`src/sv/atq_pkg.sv`:
```
package atq_pkg;

   localparam int ALARM_FIELD_W   = 16;
   localparam int TRIGGER_FIELD_W = 4;
   localparam int MAX_TRIGGERS    = 4;
   localparam int HOLD_W          = 16;
   localparam int CSR_INDEX_W     = 3;
   localparam int CSR_DATA_W      = 16;

   localparam logic [HOLD_W-1:0] HOLD_TICKS_RESET = 16'd10;
   localparam logic [HOLD_W-1:0] HOLD_ONE         = 16'h0001;

   typedef enum logic [CSR_INDEX_W-1:0] {
      REG_MASK0    = 3'd0,
      REG_MASK1    = 3'd1,
      REG_MASK2    = 3'd2,
      REG_MASK3    = 3'd3,
      REG_AND_MODE = 3'd4,
      REG_HOLD     = 3'd5
   } reg_index_type;

   // per-trigger control for one tick
   typedef struct packed {
      logic step;
      logic hit;
   } trig_ctl_type;

endpackage

```
`src/sv/atq_if.sv`:
```
interface atq_req_if;
   logic                               valid;
   logic                               ready;
   logic [atq_pkg::ALARM_FIELD_W-1:0]  alarm_bits;

   modport source (output valid, output alarm_bits, input ready);
   modport sink   (input valid, input alarm_bits, output ready);
endinterface

interface atq_rsp_if;
   logic                                valid;
   logic                                ready;
   logic [atq_pkg::TRIGGER_FIELD_W-1:0] trigger_bits;

   modport source (output valid, output trigger_bits, input ready);
   modport sink   (input valid, input trigger_bits, output ready);
endinterface

interface atq_csr_if;
   logic                            valid;
   logic                            ready;
   logic [atq_pkg::CSR_INDEX_W-1:0] index;
   logic [atq_pkg::CSR_DATA_W-1:0]  data;

   modport source (output valid, output index, output data, input ready);
   modport sink   (input valid, input index, input data, output ready);
endinterface

```
`src/sv/atq_trigger.sv`:
```
module atq_trigger (
   input  logic                         clock,
   input  logic                         reset,
   input  atq_pkg::trig_ctl_type        ctl,
   input  logic [atq_pkg::HOLD_W-1:0]   hold_ticks,
   output logic                         active
);

   typedef enum logic [1:0] {
      PH_OFF,
      PH_CONFIRM,
      PH_ON,
      PH_HOLD
   } phase_type;

   phase_type                    phase_ff;
   logic [atq_pkg::HOLD_W-1:0]   hold_count_ff;
   logic [atq_pkg::HOLD_W-1:0]   hold_dec;

   assign hold_dec = hold_count_ff - atq_pkg::HOLD_ONE;
   assign active   = (phase_ff == PH_ON) || (phase_ff == PH_HOLD);

   always_ff @(posedge clock) begin
      if (reset) begin
         phase_ff      <= PH_OFF;
         hold_count_ff <= '0;
      end else if (ctl.step) begin
         unique case (phase_ff)
            PH_OFF: begin
               phase_ff <= ctl.hit ? PH_CONFIRM : PH_OFF;
            end
            PH_CONFIRM: begin
               phase_ff <= ctl.hit ? PH_ON : PH_OFF;
            end
            PH_ON: begin
               hold_count_ff <= hold_ticks;
               phase_ff      <= ctl.hit ? PH_ON : PH_HOLD;
            end
            PH_HOLD: begin
               hold_count_ff <= hold_dec;
               if (hold_dec == '0) begin
                  phase_ff <= PH_OFF;
               end else begin
                  phase_ff <= ctl.hit ? PH_ON : PH_HOLD;
               end
            end
            default: begin
               phase_ff <= PH_OFF;
            end
         endcase
      end
   end

endmodule

```
`src/sv/alarm_trigger_qualifier.sv`:
```
// Alarm trigger qualifier.
// req_chan: one item per tick carrying the alarm vector (alarm_bits).
// rsp_chan: one item per accepted req item, trigger_bits holding bit t set
//   when trigger t was on or holding at the start of that tick.
// csr_chan: register writes (masks 0..3, AND-mode bits, hold length);
//   always ready, meant to be written while no items are in flight.
//   Unknown indexes are dropped.
// The result is registered in the output register, or in the skid register.
// Throughput: one item per cycle while the skid is empty; the trigger state
//   machines update on acceptance; the result sits in an output register.
// A skid register behind the output register keeps req_chan ready for one
//   more item while rsp_chan stalls; req_chan.ready drops only when both
//   hold an undelivered result.
// Reset: all triggers off, hold counts zero, masks and AND-mode bits zero,
//   hold length 10, output and skid registers empty.
// Triggers at or above TRIGGER_COUNT always report zero; alarm bits at or
//   above ALARM_WIDTH are ignored.
module alarm_trigger_qualifier #(
   parameter int TRIGGER_COUNT = 4,
   parameter int ALARM_WIDTH   = 16
) (
   input  logic       clock,
   input  logic       reset,
   atq_req_if.sink    req_chan,
   atq_rsp_if.source  rsp_chan,
   atq_csr_if.sink    csr_chan
);

   localparam int USED_W = (ALARM_WIDTH < atq_pkg::ALARM_FIELD_W) ?
                           ALARM_WIDTH : atq_pkg::ALARM_FIELD_W;
   localparam int TF_W   = atq_pkg::TRIGGER_FIELD_W;

   logic [USED_W-1:0]          mask_ff [TRIGGER_COUNT];
   logic [TRIGGER_COUNT-1:0]   and_mode_ff;
   logic [atq_pkg::HOLD_W-1:0] hold_ticks_ff;

   logic [TF_W-1:0] out_bits_ff, out_bits_in;
   logic            out_valid_ff, out_valid_in;
   logic [TF_W-1:0] skid_bits_ff, skid_bits_in;
   logic            skid_valid_ff, skid_valid_in;

   logic              accept;
   logic              deliver;
   logic [USED_W-1:0] alarms;
   logic [TF_W-1:0]   active;

   assign accept  = req_chan.valid && req_chan.ready;
   assign deliver = out_valid_ff && rsp_chan.ready;
   assign alarms  = req_chan.alarm_bits[USED_W-1:0];

   assign req_chan.ready     = !skid_valid_ff;
   assign csr_chan.ready     = 1'b1;
   assign rsp_chan.valid     = out_valid_ff;
   assign rsp_chan.trigger_bits = out_bits_ff;

   // configuration registers
   always_ff @(posedge clock) begin
      if (reset) begin
         for (int t = 0; t < TRIGGER_COUNT; t++) begin
            mask_ff[t] <= '0;
         end
         and_mode_ff   <= '0;
         hold_ticks_ff <= atq_pkg::HOLD_TICKS_RESET;
      end else if (csr_chan.valid) begin
         unique case (csr_chan.index) inside
            atq_pkg::REG_MASK0, atq_pkg::REG_MASK1,
            atq_pkg::REG_MASK2, atq_pkg::REG_MASK3: begin
               for (int t = 0; t < TRIGGER_COUNT; t++) begin
                  if (csr_chan.index[1:0] == 2'(t)) begin
                     mask_ff[t] <= csr_chan.data[USED_W-1:0];
                  end
               end
            end
            atq_pkg::REG_AND_MODE: begin
               and_mode_ff <= csr_chan.data[TRIGGER_COUNT-1:0];
            end
            atq_pkg::REG_HOLD: begin
               hold_ticks_ff <= csr_chan.data;
            end
            default: begin
            end
         endcase
      end
   end

   // trigger state machines
   for (genvar t = 0; t < TF_W; t++) begin : g_trig
      if (t < TRIGGER_COUNT) begin : g_used
         atq_pkg::trig_ctl_type ctl;
         logic [USED_W-1:0]     hit_bits;

         assign hit_bits = alarms & mask_ff[t];
         assign ctl.step = accept;
         assign ctl.hit  = (mask_ff[t] != '0) && (alarms != '0) &&
                           (and_mode_ff[t] ? (hit_bits == mask_ff[t])
                                           : (hit_bits != '0));

         atq_trigger u_trigger (
            .clock      (clock),
            .reset      (reset),
            .ctl        (ctl),
            .hold_ticks (hold_ticks_ff),
            .active     (active[t])
         );
      end else begin : g_unused
         assign active[t] = 1'b0;
      end
   end

   // output register with skid
   always_comb begin
      out_bits_in   = out_bits_ff;
      out_valid_in  = out_valid_ff;
      skid_bits_in  = skid_bits_ff;
      skid_valid_in = skid_valid_ff;
      if (skid_valid_ff) begin
         if (deliver) begin
            out_bits_in   = skid_bits_ff;
            skid_valid_in = 1'b0;
         end
      end else if (accept) begin
         if (!out_valid_ff || deliver) begin
            out_bits_in  = active;
            out_valid_in = 1'b1;
         end else begin
            skid_bits_in  = active;
            skid_valid_in = 1'b1;
         end
      end else if (deliver) begin
         out_valid_in = 1'b0;
      end
   end

   always_ff @(posedge clock) begin
      if (reset) begin
         out_valid_ff  <= 1'b0;
         skid_valid_ff <= 1'b0;
      end else begin
         out_valid_ff  <= out_valid_in;
         skid_valid_ff <= skid_valid_in;
      end
      out_bits_ff  <= out_bits_in;
      skid_bits_ff <= skid_bits_in;
   end

`ifndef SYNTHESIS
   a_skid_implies_out: assert property (@(posedge clock) disable iff (reset)
      skid_valid_ff |-> out_valid_ff)
      else $error("skid holds an item while output register is empty");

   a_stall_fills_skid: assert property (@(posedge clock) disable iff (reset)
      (accept && out_valid_ff && !rsp_chan.ready) |=> skid_valid_ff)
      else $error("item taken during stall was not parked in skid");

   a_accept_yields_rsp: assert property (@(posedge clock) disable iff (reset)
      accept |=> out_valid_ff)
      else $error("accepted item produced no result");

   a_unused_bits_zero: assert property (@(posedge clock) disable iff (reset)
      out_valid_ff |-> ((out_bits_ff >> TRIGGER_COUNT) == '0))
      else $error("result reports a trigger beyond TRIGGER_COUNT");
`endif

endmodule
```
`src/flat_wrapper.sv`:
```
// flat-port wrapper written by rule: the top's interface ports become plain ports
module alarm_trigger_qualifier_flat 
#(
   parameter int TRIGGER_COUNT = 4,
   parameter int ALARM_WIDTH   = 16
)
  (clock, reset, req_chan_valid, req_chan_alarm_bits, req_chan_ready, rsp_chan_valid, rsp_chan_trigger_bits, rsp_chan_ready, csr_chan_valid, csr_chan_index, csr_chan_data, csr_chan_ready);
  atq_req_if req_chan_i ();
  atq_rsp_if rsp_chan_i ();
  atq_csr_if csr_chan_i ();
  input  logic clock;
  input  logic reset;
  input wire logic [$bits(req_chan_i.valid)-1:0] req_chan_valid;
  input wire logic [$bits(req_chan_i.alarm_bits)-1:0] req_chan_alarm_bits;
  output wire logic [$bits(req_chan_i.ready)-1:0] req_chan_ready;
  output wire logic [$bits(rsp_chan_i.valid)-1:0] rsp_chan_valid;
  output wire logic [$bits(rsp_chan_i.trigger_bits)-1:0] rsp_chan_trigger_bits;
  input wire logic [$bits(rsp_chan_i.ready)-1:0] rsp_chan_ready;
  input wire logic [$bits(csr_chan_i.valid)-1:0] csr_chan_valid;
  input wire logic [$bits(csr_chan_i.index)-1:0] csr_chan_index;
  input wire logic [$bits(csr_chan_i.data)-1:0] csr_chan_data;
  output wire logic [$bits(csr_chan_i.ready)-1:0] csr_chan_ready;
  assign req_chan_i.valid = req_chan_valid;
  assign req_chan_i.alarm_bits = req_chan_alarm_bits;
  assign req_chan_ready = req_chan_i.ready;
  assign rsp_chan_valid = rsp_chan_i.valid;
  assign rsp_chan_trigger_bits = rsp_chan_i.trigger_bits;
  assign rsp_chan_i.ready = rsp_chan_ready;
  assign csr_chan_i.valid = csr_chan_valid;
  assign csr_chan_i.index = csr_chan_index;
  assign csr_chan_i.data = csr_chan_data;
  assign csr_chan_ready = csr_chan_i.ready;
  alarm_trigger_qualifier #(.TRIGGER_COUNT(TRIGGER_COUNT), .ALARM_WIDTH(ALARM_WIDTH)) u_core (.clock(clock), .reset(reset), .req_chan(req_chan_i), .rsp_chan(rsp_chan_i), .csr_chan(csr_chan_i));
endmodule
```
`config.mk`:
```
export PLATFORM = sky130hd
export DESIGN_NAME = alarm_trigger_qualifier_flat
export DESIGN_NICKNAME = d
export VERILOG_FILES = /design/src/sv/atq_pkg.sv /design/src/sv/atq_if.sv /design/src/sv/atq_trigger.sv /design/src/sv/alarm_trigger_qualifier.sv /design/src/flat_wrapper.sv
export SDC_FILE = /design/constraint.sdc
export NUM_CORES = 1
export LEC_CHECK = 0
export BUFFER_PORTS_ARGS = -buffer_cell sky130_fd_sc_hd__buf_4
export CAP_MARGIN = 0
export CORE_ASPECT_RATIO = 1.4
export CORE_MARGIN = 2
export CORE_UTILIZATION = 50
export DETAILED_ROUTE_END_ITERATION = 12
export GPL_TIMING_DRIVEN = 0
export PLACE_DENSITY = 0.7
export SYNTH_ARGS = -nofsm -noshare
export SYNTH_HDL_FRONTEND = slang
export SYNTH_HIERARCHICAL = 1
export SYNTH_SLANG_ARGS = --single-unit
export TNS_END_PERCENT = 5
```
`constraint.sdc`:
```
create_clock -name clock -period 4.51 [get_ports clock]
set_input_delay 0.2255 -clock clock [delete_from_list [all_inputs] [get_ports clock]]
set_output_delay 0.2255 -clock clock [all_outputs]
set_load 0.01 [all_outputs]
```
======== Word level (Yosys, flattened, before mapping) ========
Memory sizes are Yosys's and may differ from the RTL's.
Cells that the tools add are included.
Widths: inputs -> output; s select.
operators by class
  $add $sub $neg .......................... 4
  multiply operators ...................... 0
  div/mod/pow operators ................... 0
  $lt $le $gt $ge ......................... 0
  eq/ne operators ......................... 26
  shifts and indexed selects .............. 0
  multiplexer cells ....................... 65
  bitwise operators ....................... 10
  reductions and logical operators ........ 53
operators with widths
  cell                   count
  $reduce_bool 16->1     9
  $pmux 16 s2            4
  $and 16x16->16         4
  $eq 16x16->1           4
  $logic_not 16->1       4
  $mux 16                4
  $sub 16x1->16 const B  4
  $mux 1                 41
  $pmux 2 s4             4
  $eq 2x2->1 const B     10
  $mux 2                 8
  $mux 4                 4
  $reduce_bool 2->1      7
  $reduce_and 2->1       6
  $eq 2x1->1 const B     5
  $logic_and 1x1->1      10
  $logic_not 2->1        5
  $reduce_and 3->1       3
  $eq 3x2->1 const B     2
  $eq 3x3->1 const B     2
  $logic_or 1x1->1       5
  $ne 2x2->1 const B     2
  $or 1x1->1             4
  $reduce_or 4->1        1
  4 further kinds        6
storage, ports and cells
  register bits ........................... 102
  bits in latches ......................... 0
  memory bits (writable) .................. 64
  ROM bits ................................ 0
  input bits .............................. 40
  output and inout bits ................... 7
  memories ................................ 1
memory list
  memory          words  width  read ports  clocked after Yosys merged registers in  write ports  line                           text
  u_core.mask_ff  4      16     4           0                                        4            alarm_trigger_qualifier.sv:33  logic [USED_W-1:0] mask_ff [TRIGGER_COUNT];

======== Longest topological paths before layout ========
Gate-level depths: netlist (run 1).
An unclocked memory read counts as a cell.
  word-level depth ........................ 8
  mapped depth ............................ 10
  gate-level depth less buffers ........... 8

======== By module ========
Netlist (run 1), hierarchy kept.
modules (own cells, without submodules)
  module                                                times used  cells an instance  area each (µm²)  sequential area each (µm²)
  alarm_trigger_qualifier                               1           421                4,703.3          2,602.5
  atq_trigger at u_core.g_trig[0].g_used.u_trigger ...  3           160                1,275.0          360.3
  atq_trigger at u_core.g_trig[3].g_used.u_trigger      1           156                1,246.2          360.3

======== Worst setup path after synthesis (run 1) ========
No wires, ideal clock.
  path type ............................... reg2reg
  start point ............................. register u_core.skid_valid_ff
  end point ............................... register u_core/g_trig[3].g_used.u_trigger/hold_count_ff[5] (netlist name)
  library setup time ...................... 70 ps
  arrival ................................. 2,089 ps
  data required time ...................... 4,440 ps
  path slack .............................. 2,351 ps
  stages on the path, launching flop included .. 10
  path buffers ............................ 3
  cell sequence ........................... dfxtp_1 -> clkbuf_1 -> inv_1 -> nand2_1 -> inv_1 -> and2_1 -> clkbuf_1 -> buf_1 -> o221ai_1 -> a21oi_1
on the way
  longest elaborated chain between the ends .. 3
RTL lines
  item                        line                            text
  from (decl)                 alarm_trigger_qualifier.sv:40   logic skid_valid_ff, skid_valid_in;
  from (signal assigned)      alarm_trigger_qualifier.sv:140  skid_valid_ff <= skid_valid_in;
  $logic_not 1->1             alarm_trigger_qualifier.sv:51   assign req_chan.ready = !skid_valid_ff;
  net req_chan_ready          flat_wrapper.sv:15              output wire logic [$bits(req_chan_i.ready)-1:0] req_chan_ready;
  $logic_and 1x1->1           alarm_trigger_qualifier.sv:47   assign accept = req_chan.valid && req_chan.ready;
  net u_core.accept           alarm_trigger_qualifier.sv:42   logic accept;
  $reduce_and 2->1 (no line)  --
  to (signal assigned)        atq_trigger.sv:36               hold_count_ff <= hold_ticks;
  to (signal assigned)        atq_trigger.sv:40               hold_count_ff <= hold_dec;
  to (decl)                   atq_trigger.sv:17               logic [atq_pkg::HOLD_W-1:0] hold_count_ff;
The timed path passes the listed nets, and every way through them passes these cells.
A chain may end at the register's enable or synchronous reset.

======== Final worst setup path (run 1) ========
  start point ............................. register u_core.skid_valid_ff
  end point ............................... register u_core/g_trig[3].g_used.u_trigger/hold_count_ff[5] (netlist name)
on the way
  longest elaborated chain between the ends .. 3
RTL lines
  item                        line
  $logic_not 1->1             alarm_trigger_qualifier.sv:51
  $logic_and 1x1->1           alarm_trigger_qualifier.sv:47
  net u_core.accept           alarm_trigger_qualifier.sv:42
  $reduce_and 2->1 (no line)  --
The timed path passes the listed nets, and every way through them passes these cells.

==> reports/metrics.yaml, run 1 <==
layout_setup_ws_ns: 1.61
synth_edf_count: 72
hold_viol_final: 0
yosys_warnings: 6
routed-wl-met3_mm: 1.62
drive_gt1_frac: 0.149
synth.distinct_cells: 70
vdd_drop_max_mv: 0.222
cp_top_family: "buffers and inverters"
status: "complete, no violations"
r2r_cells: 9
grt_pass1_wl_mm: 45.1
yosysTopAreaCell: "edfxtp_1"
rsz0062_at_grt: "no"
cp_max_fo: 24
clkLatencyLatePin_ns: 0.43
max_stage_delay_ns: 0.58
cp_slowest_cell: "inv_1"
clk_pin_slew_ns: 0.07
multiInputGateArea_sq_mm: 0.00513
rows: 60
numCtsBuffers: 17
vias_per_cell: 6.36
worstSetupPathType: "flop to flop"
die_area_sq_mm: 0.0207
cts_tree: "yes"
timing_worst_slew_pin_value_ns: 0.841
r2r_start: "u_core/skid_valid_ff"
layout_min_cycle_time_ns: 2.90
syn_to_final_growth_pct: 11.9
worstPathCellList: "clkbuf_1 -> inv_1 -> nand2_1 -> inv_1 -> and2_1 -> clkbuf_1 -> buf_1 -> o221ai_1 -> a21oi_1"
drc: 0
synth_top_area_frac: 0.221
htreeDepth: 4
hold-path-cell-count: 2
dp_slack_ns: 1.65
cp.arrival_ns: 3.25
startpoint: "u_core/skid_valid_ff"
dp.final_hpwl_mm: 21.2
synthCells: 1057
detailroute.wirelength.met2_mm: 15.1
io_pins: 47
fin_crit_sh: 0.644
cts_buffer_depth: 2
power_leakage_uw: 0.00386
crit_required_ns: 4.86
synthTopCellsByCount: "95 x nand2_1, 94 x dfxtp_1, 72 x edfxtp_1"
yosysSeqAreaShare: 0.414
critPathLaunchType: "flop"
grt_pass1_vias: 8166
crit_path_end_kind: "flop"
setup_tns_ns: 0
grt_use_total: 0.287
slew_violations: 0
clock-sinks: 166
first_pass_iters: 5
grt_max_degree: 25
antenna_found_initial: 0
drt_wl_total_mm: 29.5
finish.utilization: 0.569
maxCapViolations: 0
antenna_cells: 0
io_buffers: 32
fillerInstances: 1730
path_buf_inv: 5
netlist_area_sq_mm: 0.00977
nets: 1157
top_layer_used: "met4"
die_h_um: 169
yosysMostFrequentCell: "nand2_1"
hold_class: "input port to flop"
synth_nets: 1105
syn_avg_cell_area_sq_um: 9.25
finClkSkew_ns: 0.00750
regArea_sq_mm: 0.00404
reg2reg_slack_ns: 1.61
wl_met1_mm: 11.4
relSlewSlack: 0.436
synth_flop_cell: "dfxtp_1"
coreArea_sq_mm: 0.0192
place.gp.congestion: 0.948
total_power_uw: 3870
die_w_um: 122
powerDensity_mw_per_mm2: 354
yosys-top-cells-area: "edfxtp_1 22%, dfxtp_1 19%, and2_1 4.4%, nand2_1 3.6%, a21oi_1 3.4%"
cts_setup_buffers: 0
ys_ff_latch: 166
grt-ovfl-total: 0
setup_violations: 0
clock.fmax_ghz: 0.344
postSynth.asyncResetShare: 0
start_util: 0.509
cts_root_buf: "clkbuf_16"
drtIter0Drc: 683
vias: 8715
min_from: "reset"
wl_per_cell_um: 21.5
drtAntennaViolNets: 0
==> per-layer routing <==
layer  up-vias  track usage
li1       4083            -
met3        88       0.0457
met2       359        0.512
met5         -            0
met1      4185        0.330
met4         0        0.138
==> flip-flops by register name, summed over array words and instances (netlist names), 4 cells and up <==
register	cells
u_core/and_mode_ff	4
u_core/g_trig.g_used.u_trigger/hold_count_ff	64
u_core/g_trig.g_used.u_trigger/phase_ff	8
u_core/hold_ticks_ff	16
u_core/mask_ff	64
u_core/rsp_chan.trigger_bits	4
u_core/skid_bits_ff	4
==> per-stage QoR <==
stage | hold slack (ns) | cells | cell area [sq um]
after floorplan | 0.327 | 1057 | 9770
after global placement | 0.437 | 1337 | 10300
after detailed placement | 0.450 | 1337 | 10300
after CTS | 0.0387 | 1370 | 10900
after global routing | 0.0515 | 1370 | 10900
final | 0.0509 | 1370 | 10900
==> cells by family after synthesis <==
logic type	Yosys count	synth area share
buffers and inverters	106	0.0613
AND/OR/NAND/NOR	468	0.277
other	1	0.000384
multiplexers	28	0.0296
flip-flops	166	0.414
adder cells (fa/ha/maj)	8	0.0102
XOR/XNOR	16	0.0143
AO/OA/AOI/OAI	264	0.194
==> cell usage in the layout, fill, tap and decap left out, types with 31 or more instances in the layout <==
cell type,n
a21oi_1,67
and2_1,69
a211oi_1,31
nor3_1,33
nor2b_1,49
a22oi_1,33
dfxtp_1,94
nand2_1,95
nor2_1,61
edfxtp_1,72
buf_4,46
nor4_1,44
==> where the power goes <==
group          internal, uW  leakage [uW]  switching (uW)
clock                   845      0.000299             666
combinational           252       0.00211             378
sequential             1650       0.00146            83.9
total                  2740       0.00386            1130
==> worst register-to-register path, stage by stage (launching register included) <==
cell,delay (ns)
dfxtp_1,0.30
clkbuf_1,0.18
inv_1,0.13
nand2_1,0.09
inv_1,0.58
and2_1,0.31
clkbuf_1,0.41
buf_1,0.44
o221ai_1,0.22
a21oi_1,0.17
==> worst max path at each step <==
stage | endpoint | cells after the start | slack (ns)
final | flop | 9 | 1.61
after global routing | flop | 9 | 1.36
after detailed placement | flop | 9 | 1.65
after floorplan | flop | 9 | 2.35
after CTS | flop | 9 | 1.63
after global placement | flop | 9 | 1.71
==> layout make-up <==
type | instances | area share
clock inverter | 15 | 0.0166
timing repair buffer | 33 | 0.0229
buffer | 77 | 0.0448
tap | 248 | 0.0284
multi-input combinational | 785 | 0.469
sequential | 166 | 0.370
inverter | 29 | 0.00995
clock buffer | 17 | 0.0389
==> repair_timing <==
action / in CTS / in global routing
resized for setup: 0 / 0
hold buffers: 1 / 0
endpoints found under the hold margin: 1 / 0
(Power assumes the default switching activity.)
==> inputs of run 2 (changes only) <==
Settings changed: PLACE_DENSITY 0.7 to 0.73.
Clock period 4.51 ns to 2.4 ns, I/O delays scaled along.
==> reports/metrics.yaml, run 2 (synthesized netlist as in run 1, its figures left out) <==
cts_root_buf: "clkbuf_16"
power_leakage_uw: 0.00393
total_power_uw: 7240
fin_crit_sh: 1.03
die_h_um: 169
relSlewSlack: 0.580
drtIter0Drc: 953
switchingPower_uw: 2090
hold_class: "input port to flop"
drive_gt1_frac: 0.162
numCtsBuffers: 17
mostFrequentLayoutCells: "94 x nand2_1, 93 x dfxtp_1, 72 x edfxtp_1, 69 x and2_1, 67 x a21oi_1"
place.gp.congestion: 0.965
grt_use_total: 0.290
maxCapViolations: 0
first_pass_iters: 8
hold_viol_final: 0
power_frac_comb: 0.169
syn_to_final_growth_pct: 13.9
wl_per_cell_um: 21.4
cp_max_fo: 3
rsz0062_at_grt: "yes"
coreArea_sq_mm: 0.0192
clock-sinks: 166
seqPwrFrac: 0.449
htreeDepth: 4
nets: 1171
dp_slack_ns: -0.430
powerDensity_mw_per_mm2: 650
vdd_drop_max_mv: 0.477
grt_max_degree: 17
clkLatencyLatePin_ns: 0.43
grt_pass1_vias: 8350
vias_per_cell: 6.39
layout_commonest_cell: "nand2_1"
internal_power_uw: 5150
cts_buffer_depth: 2
dpl.cell_count: 1337
cp.arrival_ns: 2.83
rows: 60
clk_pin_slew_ns: 0.07
timing_worst_slew_pin_value_ns: 0.630
slew_violations: 0
start_util: 0.509
post_dp_cell_area_sq_mm: 0.0103
layout_setup_ws_ns: -0.0784
status: "finished with violations"
die_w_um: 122
p_sw_frac: 0.288
vias: 8839
reg_top3: "u_core/g_trig.g_used.u_trigger/hold_count_ff x64, u_core/mask_ff x64, u_core/hold_ticks_ff x16"
dp.final_hpwl_mm: 20.4
critPathLaunchType: "flop"
crit_path_end_kind: "flop"
antenna_cells: 0
setup_violations: 2
layout_min_cycle_time_ns: 2.48
drtAntennaViolNets: 0
crit_required_ns: 2.75
finClkSkew_ns: 0.00681
violations: "setup timing"
finish.utilization: 0.579
finalNonFillerCells: 1384
worstSetupPathType: "flop to flop"
design_area_sq_mm: 0.0111
grt-ovfl-total: 0
die_area_sq_mm: 0.0207
grt_pass1_wl_mm: 45.5
drt_wl_total_mm: 29.6
pwr-share-clk: 0.382
io_buffers: 32
antenna_found_initial: 0
io_pins: 47
cts_tree: "yes"
clock.fmax_ghz: 0.403
drc: 0
[run 2: final cells by class]
class	instances	area, sq um
plain buffers	76	490
clock buffers	18	429
clock inverters	14	163
fillers	1715	8080
inverters	29	113
multi-input cells	785	5200
flip-flops and latches	166	4050
well taps	248	310
repair buffers	46	375
repair inverters	2	10.0
[run 2: what timing repair did]
action,CTS,global route
resized for setup,12,9
hold endpoints to repair,32,0
cloned,2,0
buffers inserted,1,1
pin swaps,1,2
endpoints found under the setup margin,44,33
hold buffers,12,0
[run 2: final timing paths]
kind                                                   end                  from  depth (start not counted)  slack (ns)
min reg2reg                                           flop                  flop                          2        0.49
min                                u_core/hold_ticks_ff[9]      csr_chan_data[9]                          3       0.001
max          u_core/g_trig[2].g_used.u_trigger/phase_ff[0]  u_core/mask_ff[2][4]                          8       -0.08
max reg2reg  u_core/g_trig[2].g_used.u_trigger/phase_ff[0]  u_core/mask_ff[2][4]                          8       -0.08
[run 2: power by group through the flow]
| stage | clock, uW | combinational, uW | sequential (uW) |
|---|---|---|---|
| global placement | 0 | 1140 | 3300 |
| floorplan | 0 | 847 | 3250 |
| detailed placement | 0 | 1160 | 3300 |
| global route | 2910 | 1320 | 3260 |
| CTS | 2800 | 1200 | 3240 |
| finish | 2770 | 1220 | 3250 |
[run 2: metrics by stage]
| step | TNS [ns] | hold slack, ns |
|---|---|---|
| floorplan | 0 | 0.221 |
| global placement | -3.68 | 0.329 |
| detailed placement | -4.67 | 0.328 |
| CTS | -0.0839 | 0.000205 |
| global route | -0.354 | 0.00725 |
| finish | -0.0963 | 0.00110 |
[run 2: per-layer routing]
metal  global-route usage  routed length [um]  up-vias
met2                0.487               14200      464
met4                0.188                2060        0
li1                     -                   -     4092
met3               0.0578                2270      128
met5                    0                   0        -
met1                0.334               11100     4155
[run 2: worst max-delay path, stage by stage (launching register included)]
cell,delay (ns)
edfxtp_1,0.42
nor2b_1,0.16
a2111oi_1,0.47
nand4_1,0.25
a211oi_4,0.38
xor2_1,0.20
nand2_1,0.07
mux2_2,0.27
o22ai_1,0.17
==> inputs of run 3 (changes only) <==
Settings changed: SETUP_SLACK_MARGIN set to 0.2.
==> reports/metrics.yaml, run 3 (synthesized netlist as in run 1, its figures left out) <==
crit_path_end_kind: "flop"
min_to: "u_core/hold_ticks_ff[9]"
grt_pass1_vias: 8352
antenna_found_initial: 0
finClkSkew_ns: 0.00512
drtIter0Drc: 986
antenna_cells: 0
first_pass_iters: 8
grt_max_degree: 17
cts_buffer_depth: 2
hold_class: "input port to flop"
place.gp.congestion: 0.965
cts_tree: "yes"
grt-ovfl-total: 0
violations: "hold timing, setup timing"
pwr-share-clk: 0.378
r2r_start: "u_core/mask_ff[2][9]"
layout_setup_ws_ns: -0.0471
htreeDepth: 4
vdd_drop_max_mv: 0.470
vias: 8945
r2r_cells: 8
cp_max_fo: 3
hold-path-cell-count: 3
hold_viol_final: 1
clk_pin_slew_ns: 0.07
clkLatencyLatePin_ns: 0.43
grt_pass1_wl_mm: 45.6
drtAntennaViolNets: 0
timing_worst_slew_pin_value_ns: 0.605
layout_min_cycle_time_ns: 2.45
drive_gt1_frac: 0.190
clock.fmax_ghz: 0.409
io_buffers: 32
seqPwrFrac: 0.444
syn_to_final_growth_pct: 16.9
wl_per_cell_um: 21.8
rows: 60
cp.arrival_ns: 2.81
die_h_um: 169
p_sw_frac: 0.291
design_area_sq_mm: 0.0114
mostFrequentLayoutCells: "93 x nand2_1, 93 x dfxtp_1, 72 x edfxtp_1, 69 x and2_1, 67 x a21oi_1"
post_dp_cell_area_sq_mm: 0.0103
dp_slack_ns: -0.430
die_w_um: 122
internal_power_uw: 5190
reg_top3: "u_core/g_trig.g_used.u_trigger/hold_count_ff x64, u_core/mask_ff x64, u_core/hold_ticks_ff x16"
powerDensity_mw_per_mm2: 641
vias_per_cell: 6.43
drc: 0
reg2reg_to: "u_core/g_trig[2].g_used.u_trigger/phase_ff[0]"
rsz0062_at_grt: "yes"
power_leakage_uw: 0.00404
min_from: "csr_chan_data[9]"
setup_violations: 1
critPathLaunchType: "flop"
status: "finished with violations"
maxCapViolations: 0
nets: 1179
clock-sinks: 166
dp.final_hpwl_mm: 20.4
cts_root_buf: "clkbuf_16"
worstSetupPathType: "flop to flop"
grt_use_total: 0.291
power_frac_comb: 0.178
switchingPower_uw: 2130
io_pins: 47
start_util: 0.509
drt_wl_total_mm: 30.3
slew_violations: 0
coreArea_sq_mm: 0.0192
die_area_sq_mm: 0.0207
relSlewSlack: 0.597
crit_required_ns: 2.76
fin_crit_sh: 1.02
numCtsBuffers: 17
reg2reg_slack_ns: -0.05
whs_ns: -0.000538
run 3: cell count changes in the layout (fill, tap and decap cells not counted), moves of 4 or more:
cell,change
a2111oi_0,-9
a2111oi_2,+4
a2111oi_4,+4
buf_4,+6
ha_1,-4
run 3: worst max-delay path, cell delays in order, from the launching register on:
cell	delay, ns
edfxtp_1	0.44
nor2b_1	0.17
a2111oi_2	0.37
nand4_1	0.26
a211oi_4	0.40
xor2_1	0.21
nand2_1	0.08
mux2_2	0.29
o22ai_2	0.15
run 3: how the worst max path moves through the flow:
stage	cells after the start	end	from	slack [ns]
after floorplan	9	flop	u_core/skid_valid_ff	0.24
after CTS	8	u_core/g_trig[0].g_used.u_trigger/phase_ff[0]	u_core/mask_ff[0][15]	0.11
after global placement	8	u_core/g_trig[1].g_used.u_trigger/phase_ff[0]	u_core/mask_ff[1][5]	-0.42
after detailed placement	9	flop	u_core/skid_valid_ff	-0.43
final	8	u_core/g_trig[2].g_used.u_trigger/phase_ff[0]	u_core/mask_ff[2][9]	-0.05
after global routing	8	u_core/g_trig[2].g_used.u_trigger/phase_ff[0]	u_core/mask_ff[2][11]	-0.04
run 3: final cells by class:
class,count,area (sq um)
multi-input cells,785,5420
inverters,29,113
clock inverters,14,163
repair buffers,53,432
repair inverters,2,12.5
fillers,1693,7790
well taps,248,310
plain buffers,77,504
clock buffers,18,429
flip-flops and latches,166,4050
run 3: layer usage:
| metal | vias to the layer above | track usage | wire length, um |
|---|---|---|---|
| li1 | 4110 | - | - |
| met1 | 4171 | 0.336 | 11200 |
| met2 | 504 | 0.489 | 14500 |
| met3 | 160 | 0.0565 | 2300 |
| met4 | 0 | 0.189 | 2320 |
| met5 | - | 0 | 0 |
run 3: power by group through the flow:
| stage | sequential (uW) | clock (uW) | combinational, uW |
|---|---|---|---|
| floorplan | 3250 | 0 | 847 |
| global placement | 3300 | 0 | 1140 |
| detailed placement | 3300 | 0 | 1160 |
| CTS | 3240 | 2800 | 1210 |
| global route | 3260 | 2910 | 1400 |
| finish | 3250 | 2770 | 1300 |
run 3: stage by stage:
| stage | cells | total power (uW) | utilization | setup TNS [ns] |
|---|---|---|---|---|
| 2_1_floorplan | 1057 | 4100 | - | 0 |
| 3_3_place_gp | 1337 | 4440 | 0.537 | -3.68 |
| 3_5_place_dp | 1337 | 4460 | 0.537 | -4.67 |
| 4_1_cts | 1388 | 7250 | 0.581 | 0 |
| 5_1_grt | 1392 | 7570 | 0.594 | -0.0421 |
| 6_report | 1392 | 7320 | 0.594 | -0.0471 |
run 3: what timing repair did:
item,4_1_cts,5_1_grt
pin swaps,4,21
hold endpoints to repair,32,0
gates cloned,2,0
setup buffers,5,4
resized for setup,26,50
setup endpoints to repair,65,33
hold buffers,12,0
